$ cat src/hw/rtl/apcc_pkg.sv
`timescale 1ns / 1ps
// ----------------------------------------------------------------------------
// apcc_pkg: alarm panel code controller definitions
// Types, phase and event codes, and reset values shared by the panel files.
// ----------------------------------------------------------------------------
package apcc_pkg;

  // panel phases
  localparam logic [2:0] PH_IDLE  = 3'd0;
  localparam logic [2:0] PH_EXIT  = 3'd1;
  localparam logic [2:0] PH_WATCH = 3'd2;
  localparam logic [2:0] PH_ENTRY = 3'd3;
  localparam logic [2:0] PH_SIREN = 3'd4;

  // event kinds
  localparam logic [1:0] MODE_TICK   = 2'd0;
  localparam logic [1:0] MODE_BUTTON = 2'd1;
  localparam logic [1:0] MODE_SAMPLE = 2'd2;
  localparam logic [1:0] MODE_NONE   = 2'd3;

  // button codes
  localparam logic [1:0] BTN_NONE = 2'd0;
  localparam logic [1:0] BTN_A    = 2'd1;
  localparam logic [1:0] BTN_B    = 2'd2;
  localparam logic [1:0] BTN_BOTH = 2'd3;

  // code digit positions, sequence A,B,A,B
  localparam logic [2:0] POS_1 = 3'd1;
  localparam logic [2:0] POS_2 = 3'd2;
  localparam logic [2:0] POS_3 = 3'd3;
  localparam logic [2:0] POS_4 = 3'd4;

  // configuration register indexes
  localparam logic [1:0] REG_EXIT_TICKS  = 2'd0;
  localparam logic [1:0] REG_ENTRY_TICKS = 2'd1;
  localparam logic [1:0] REG_THRESHOLD   = 2'd2;
  localparam logic [1:0] REG_MAX_TRIES   = 2'd3;

  // reset values
  localparam logic [15:0] RST_EXIT_TICKS  = 16'd100;
  localparam logic [15:0] RST_ENTRY_TICKS = 16'd400;
  localparam logic [9:0]  RST_THRESHOLD   = 10'd30;
  localparam logic [2:0]  RST_MAX_TRIES   = 3'd3;

  typedef struct packed {
    logic [1:0] mode;
    logic [1:0] buttons;
    logic [9:0] sample;
  } in_item_t;

  typedef struct packed {
    logic [2:0] phase;
    logic       armed;
    logic       siren_on;
    logic [2:0] tries_left;
    logic [2:0] code_position;
  } out_item_t;

  typedef struct packed {
    logic [15:0] exit_ticks;
    logic [15:0] entry_ticks;
    logic [9:0]  motion_threshold;
    logic [2:0]  max_tries;
  } cfg_t;

  typedef struct packed {
    logic [2:0]  phase;
    logic [2:0]  position;
    logic [2:0]  tries;
    logic [15:0] count;
  } panel_state_t;

endpackage

$ cat src/hw/rtl/apcc_stream_if.sv
`timescale 1ns / 1ps
// ----------------------------------------------------------------------------
// apcc_stream_if: valid/ready channel
// Carries one payload per transaction; source drives valid and data.
// ----------------------------------------------------------------------------
interface apcc_stream_if #(
  parameter type payload_t = logic
);
  logic     valid;
  logic     ready;
  payload_t data;

  modport source (output valid, output data, input ready);
  modport sink   (input valid, input data, output ready);
endinterface

$ cat src/hw/rtl/apcc_step.sv
`timescale 1ns / 1ps
// ----------------------------------------------------------------------------
// apcc_step: panel state update
// Next panel state for one event: countdowns, code entry, tries and motion.
// ----------------------------------------------------------------------------
module apcc_step
  import apcc_pkg::*;
(
  input  panel_state_t cur,
  input  in_item_t     item,
  input  cfg_t         cfg,
  output panel_state_t nxt
);

  logic [15:0] count_inc;
  logic [15:0] limit;
  logic        count_done;
  logic [2:0]  tries_dec;
  logic [2:0]  tries_load;
  logic        wrong;
  logic        code_ok;

  // countdown compare; a zero delay register behaves like one
  assign count_inc  = cur.count + 16'd1;
  assign limit      = (cur.phase == PH_EXIT) ? cfg.exit_ticks : cfg.entry_ticks;
  assign count_done = (count_inc >= limit) || (count_inc == 16'd0);

  // try bookkeeping
  assign tries_dec  = (cur.tries != 3'd0) ? (cur.tries - 3'd1) : 3'd0;
  assign tries_load = (cfg.max_tries == 3'd0) ? 3'd1 : cfg.max_tries;

  // button decode against the A,B,A,B sequence
  always_comb begin
    wrong   = 1'b0;
    code_ok = 1'b0;
    unique case (item.buttons)
      BTN_NONE: ;
      BTN_BOTH: wrong = 1'b1;
      BTN_A:    wrong = !((cur.position == POS_1) || (cur.position == POS_3));
      BTN_B: begin
        if (cur.position == POS_4) code_ok = 1'b1;
        else if (cur.position != POS_2) wrong = 1'b1;
      end
      default: ;
    endcase
  end

  // event handling
  always_comb begin
    nxt = cur;
    unique case (item.mode)
      MODE_TICK: begin
        if ((cur.phase == PH_EXIT) || (cur.phase == PH_ENTRY)) begin
          if (count_done) begin
            nxt.count = 16'd0;
            nxt.phase = (cur.phase == PH_EXIT) ? PH_WATCH : PH_SIREN;
          end else begin
            nxt.count = count_inc;
          end
        end
      end
      MODE_BUTTON: begin
        if (code_ok) begin
          nxt.phase    = (cur.phase == PH_IDLE) ? PH_EXIT : PH_IDLE;
          nxt.count    = 16'd0;
          nxt.position = POS_1;
          nxt.tries    = tries_load;
        end else if (wrong) begin
          nxt.position = POS_1;
          if (cur.phase != PH_IDLE) begin
            nxt.tries = tries_dec;
            if (tries_dec == 3'd0) nxt.phase = PH_SIREN;
          end
        end else if (item.buttons != BTN_NONE) begin
          nxt.position = cur.position + 3'd1;
        end
      end
      MODE_SAMPLE: begin
        if ((cur.phase == PH_WATCH) && (item.sample < cfg.motion_threshold)) begin
          nxt.phase = PH_ENTRY;
          nxt.count = 16'd0;
        end
      end
      MODE_NONE: ;
      default: ;
    endcase
  end

endmodule

$ cat src/hw/rtl/alarm_panel_code_controller.sv
`timescale 1ns / 1ps
// ----------------------------------------------------------------------------
// alarm_panel_code_controller: security panel code and delay controller
// Takes ticks, button events and sensor samples, returns the panel status.
// ----------------------------------------------------------------------------
//  channel  | dir | transaction
//  ---------+-----+---------------------------------------------------
//  in_chan  | in  | mode, buttons, sample: one event
//  out_chan | out | phase, armed, siren_on, tries_left, code_position
//  cfg_*    | in  | write of exit/entry ticks, threshold, max tries
//
//  one event per cycle; its status is in the output register on the next
//  cycle, set by the single state update between the panel state registers
//  a new event is taken whenever the output register is empty or being read
//  output stall holds the status and back-pressures the input
//  synchronous active-low reset: idle, position 1, tries 3, registers at
//  their defaults
// ----------------------------------------------------------------------------
module alarm_panel_code_controller
  import apcc_pkg::*;
(
  input  logic                      clk,
  input  logic                      rst_n,
  apcc_stream_if.sink               in_chan,
  apcc_stream_if.source             out_chan,
  input  logic                      cfg_we,
  input  logic [1:0]                cfg_index,
  input  logic [15:0]               cfg_wdata
);

  cfg_t         cfg_r;
  panel_state_t state_r;
  panel_state_t state_nxt;
  out_item_t    out_r;
  out_item_t    out_nxt;
  logic         out_valid_r;
  logic         accept;

  // handshake
  assign in_chan.ready  = !out_valid_r || out_chan.ready;
  assign accept         = in_chan.valid && in_chan.ready;
  assign out_chan.valid = out_valid_r;
  assign out_chan.data  = out_r;

  // configuration registers
  always_ff @(posedge clk) begin
    if (!rst_n) begin
      cfg_r.exit_ticks       <= RST_EXIT_TICKS;
      cfg_r.entry_ticks      <= RST_ENTRY_TICKS;
      cfg_r.motion_threshold <= RST_THRESHOLD;
      cfg_r.max_tries        <= RST_MAX_TRIES;
    end else if (cfg_we) begin
      unique case (cfg_index)
        REG_EXIT_TICKS:  cfg_r.exit_ticks       <= cfg_wdata;
        REG_ENTRY_TICKS: cfg_r.entry_ticks      <= cfg_wdata;
        REG_THRESHOLD:   cfg_r.motion_threshold <= cfg_wdata[9:0];
        REG_MAX_TRIES:   cfg_r.max_tries        <= cfg_wdata[2:0];
        default: ;
      endcase
    end
  end

  // state update
  apcc_step u_step (
    .cur  (state_r),
    .item (in_chan.data),
    .cfg  (cfg_r),
    .nxt  (state_nxt)
  );

  // status from the updated state
  always_comb begin
    out_nxt.phase         = state_nxt.phase;
    out_nxt.armed         = (state_nxt.phase >= PH_WATCH);
    out_nxt.siren_on      = (state_nxt.phase == PH_SIREN);
    out_nxt.tries_left    = state_nxt.tries;
    out_nxt.code_position = state_nxt.position;
  end

  // panel state registers
  always_ff @(posedge clk) begin
    if (!rst_n) begin
      state_r.phase    <= PH_IDLE;
      state_r.position <= POS_1;
      state_r.tries    <= RST_MAX_TRIES;
      state_r.count    <= 16'd0;
    end else if (accept) begin
      state_r <= state_nxt;
    end
  end

  // output register
  always_ff @(posedge clk) begin
    if (!rst_n) begin
      out_valid_r <= 1'b0;
    end else if (accept) begin
      out_valid_r <= 1'b1;
    end else if (out_chan.ready) begin
      out_valid_r <= 1'b0;
    end
  end

  always_ff @(posedge clk) begin
    if (accept) begin
      out_r <= out_nxt;
    end
  end

endmodule

$ cat src/flat_wrapper.sv
// flat-port wrapper written by rule: the top's interface ports become plain ports
module alarm_panel_code_controller_flat import apcc_pkg::*;
  (clk, rst_n, cfg_we, cfg_index, cfg_wdata, in_chan_valid, in_chan_data, in_chan_ready, out_chan_valid, out_chan_data, out_chan_ready);
  apcc_stream_if #(.payload_t(in_item_t)) in_chan_i ();
  apcc_stream_if #(.payload_t(out_item_t)) out_chan_i ();
  input  logic clk;
  input  logic rst_n;
  input  logic cfg_we;
  input  logic [1:0] cfg_index;
  input  logic [15:0] cfg_wdata;
  input wire logic [$bits(in_chan_i.valid)-1:0] in_chan_valid;
  input wire logic [$bits(in_chan_i.data)-1:0] in_chan_data;
  output wire logic [$bits(in_chan_i.ready)-1:0] in_chan_ready;
  output wire logic [$bits(out_chan_i.valid)-1:0] out_chan_valid;
  output wire logic [$bits(out_chan_i.data)-1:0] out_chan_data;
  input wire logic [$bits(out_chan_i.ready)-1:0] out_chan_ready;
  assign in_chan_i.valid = in_chan_valid;
  assign in_chan_i.data = in_chan_data;
  assign in_chan_ready = in_chan_i.ready;
  assign out_chan_valid = out_chan_i.valid;
  assign out_chan_data = out_chan_i.data;
  assign out_chan_i.ready = out_chan_ready;
  alarm_panel_code_controller u_core (.clk(clk), .rst_n(rst_n), .in_chan(in_chan_i), .out_chan(out_chan_i), .cfg_we(cfg_we), .cfg_index(cfg_index), .cfg_wdata(cfg_wdata));
endmodule
$ cat config.mk
export PLATFORM = sky130hd
export DESIGN_NAME = alarm_panel_code_controller_flat
export DESIGN_NICKNAME = d
export VERILOG_FILES = /design/src/hw/rtl/apcc_pkg.sv /design/src/hw/rtl/apcc_stream_if.sv /design/src/hw/rtl/apcc_step.sv /design/src/hw/rtl/alarm_panel_code_controller.sv /design/src/flat_wrapper.sv
export SDC_FILE = /design/constraint.sdc
export NUM_CORES = 1
export LEC_CHECK = 0
export BUFFER_PORTS_ARGS = -buffer_cell sky130_fd_sc_hd__buf_2
export CORE_MARGIN = 1.5
export CORE_UTILIZATION = 54
export DETAILED_ROUTE_END_ITERATION = 12
export PLACE_DENSITY = 0.88
export SLEW_MARGIN = 20
export SYNTH_ARGS = -nofsm -noshare
export SYNTH_HDL_FRONTEND = slang
export SYNTH_HIERARCHICAL = 1
export SYNTH_SLANG_ARGS = --single-unit
$ cat constraint.sdc
create_clock -name clk -period 3.96 [get_ports clk]
set_input_delay 0.198 -clock clk [delete_from_list [all_inputs] [get_ports clk]]
set_output_delay 0.198 -clock clk [all_outputs]
set_load 0.03 [all_outputs]
==> metrics.txt <==
worst-path maximum fanout=5; FP Rows=34; I/O Buffers=approximately 50; DRT iter0 DRCs=between 300 and 400; r2r startpoint=u_core/state_r[1]$_SDFFE_PN0P_; dpl cell area=roughly 5300 sq um; met1 usage=31.8%; Hold WC Path Type=input pin to flip-flop; largest net degree at the start of global routing=between 50 and 60; total setup buffers inserted after CTS=0; Placer Congestion=0.969; Place WS=0.117 ns; Overflow after GRT=0; vias=about 4300; Final Skew=between 0.01 and 0.015 ns; I/O Pins=50; crit path DAT=between 3 and 4 ns; Via density=approximately 5.9; gr busiest metal=met2; Max-Cap Viols=0; Worst path slowest cell=dfxtp_1; Final Cycle Share=93.5%; Final ANT Viol Nets=0; TritonCTS clock tree=built; Critical Path, Cell by Cell=and3_4 -> nand3_1 -> and2_1 -> or2_2 -> ha_1 -> a21o_1 -> a21o_1 -> a211o_1 -> a211oi_1 -> o21ai_1 -> nor2_1 -> o221ai_1 -> or2_2; Async SR Flop Fraction=0%; final setup margin=between 0.2 and 0.3 ns; P_leak=between 2 and 2.5 nW; DR WL/cell=around 15 um; Slew HR=between 20% and 30%; Post-Syn Nets=between 600 and 700; Finished Cell Area=between 5000 and 6000 sq um; status=complete, no violations; Cell Pwr Density=about 300 nW/um^2; Synth warnings=6; area added between synthesis and finish=11.1%; Critical Path Sink Type=flip-flop; number of antenna violations at the first check in global routing=0; clock transition at the registers of the reported paths=0.09 ns; Critical Path RT=around 4.1 ns; met2 Use GR=between 30% and 40%; Fin. Hold Viols=0; Worst Setup SP=u_core/state_r[1]$_SDFFE_PN0P_; Main synth FF type=dfxtp_1; Synth Register Bits=82; Core ar.=~9000 sq um; Worst-Skew Late Latency=0.35 ns; hold wc startpoint=cfg_wdata[5]; Post-Syn Area=approximately 4900 sq um; setup_tns=0 ns; DIE AREA=9680 sq um; minimum clock period=3.70 ns; Cells after Synth=575; Highest Clock Rate=270 MHz; Cell variety after synth=between 60 and 70; global-route wire length before repair=18600 um; CP delay by family, top=simple AND/OR/NAND/NOR gates; met3 usage=about 4.5%; residual DRC count=0; Initial Utilization=56.1%; CP startpoint kind=flip-flop; 1st-pass router iterations=5; Layout Utilization=slightly above 60%; Pins Over Slew Limit=0; CP Buf/Inv Count=0; antenna cells=0; kind of critical path=flip-flop to flip-flop; fin nets=689; sequential area share after synthesis=35.7%; cell taking the most area after synthesis=dfxtp_1; average size of a mapped cell=between 8 and 9 sq um; Hold Buf Count CTS=0; chip height=just under 100 um; total detailed-routing wirelength=10900 um; dominant cells by area after synthesis=dfxtp_1 (29%), mux2i_1 (11%), ha_1 (8.7%); Post-synth EDFFs=11; final setup violation count=0; vias in the first global route=approximately 4000; clk sink count=between 80 and 90; CTS root buf=clkbuf_8; Max Root-Sink Buffers=2; RSZ-0062 raised after global routing=false; share of the synthesized area in the top cell type=approximately 29%; fraction of layout cells with a size suffix above 1=~17%; CTS resizes=0; total track usage=23.3%; Slew @ Worst Pin=approximately 1.1 ns; total CTS buffers=9; max incr delay on CP=just over 0.4 ns; H-tree levels=3; Die W=98.4 um; Worst VDD drop=between 0.0002 and 0.0003 V; DP HPWL=7930 um; total power=between 1.5 and 2 mW
## area by class of cell
cell class | instances | area (sq um)
Clock inverter | 5 | 38.8
Tap cell | 108 | 135
Inverter | 26 | 97.6
Multi-Input combinational cell | 432 | 2900
Fill cell | 731 | 3310
Clock buffer | 10 | 138
Sequential cell | 82 | 1750
Timing Repair Buffer | 67 | 397
## report_power, final
| part | switching [mW] | leakage (nW) | total [mW] | internal (mW) |
|---|---|---|---|---|
| sequential | 0.0152 | 0.684 | 0.884 | 0.869 |
| combinational | 0.123 | 1.69 | 0.202 | 0.0782 |
| clock | 0.311 | 0.0887 | 0.555 | 0.245 |
| total | 0.449 | 2.46 | 1.64 | 1.19 |
## worst paths after layout
kind                                       endpoint  slack (ns)  cells past startpoint
setup reg to reg  u_core/out_chan.data[7]$_DFFE_PP_        0.26                     13
hold / removal        u_core/cfg_r[34]$_SDFFE_PN1P_        0.08                      3
hold reg to reg       u_core/cfg_r[43]$_SDFFE_PN0P_        0.46                      2
setup / recovery  u_core/out_chan.data[7]$_DFFE_PP_        0.26                     13
## per-layer routing
metal | wire [um] | up-vias
li1 | - | 2141
met5 | 0 | -
met3 | 570 | 20
met4 | 165 | 0
met1 | 5000 | 2035
met2 | 5170 | 131
## worst min-delay path, cell delays in order
cell     delay [ns]
buf_2          0.09
mux2i_1        0.06
nand2_1        0.06
## synthesized netlist by cell type, drive strengths merged (3+ instances only)
cell type,instances
nand4,8
a21o,15
or2,7
inv,26
nand2,93
and2,4
o21ai,46
nor3,6
nor2,23
dfxtp,71
and3,5
xnor2,6
ha,34
edfxtp,11
a21oi,15
o22ai,4
nand2b,9
or4,3
o31ai,3
nand3,47
clkbuf,18
a211o,5
mux2i,52
buf,17
o211ai,5
a32o,8
## sequential cells by signal (all words and copies together), names as in the netlist
| name | flops |
|---|---|
| u_core/out_chan.data | 11 |
| u_core/cfg_r | 45 |
| u_core/state_r | 25 |
| u_core/out_chan.valid | 1 |
## kinds of logic after synthesis
family                     synth area share [%]
and+or+nand+nor                            21.6
AOI/OAI and AO/OA                          16.2
DFF                                        35.7
buffers and inverters                      5.58
muxes                                      10.8
adders and majority gates                  8.66
xor gates and xnor gates                   1.43
## cell usage in the layout, fill, tap and decap left out, drive strengths merged, types with 2 or more instances in the layout
cell / n
or3b: 2
a22o: 2
clkinv: 3
xor2: 2
a21oi: 15
clkbuf: 10
o22ai: 4
xnor2: 6
nand3b: 2
o21a: 2
nand4: 8
edfxtp: 11
or4: 3
ha: 34
dfxtp: 71
a211o: 5
o211ai: 5
or2: 7
a21o: 15
nor2: 23
a32o: 8
nor4: 2
nor3: 6
nand3: 47
o21ai: 46
nand2: 93
inv: 27
o31ai: 3
mux2i: 52
and2: 4
and3: 5
buf: 67
nand2b: 9
## through the flow
step,hold slack [ns],std cells
after CTS,0.0690,729
final,0.0754,730
after global placement,0.425,714
after global routing,0.0797,730
after floorplan,0.323,575
after detailed placement,0.440,714
Power figures use the tool's default switching activity.
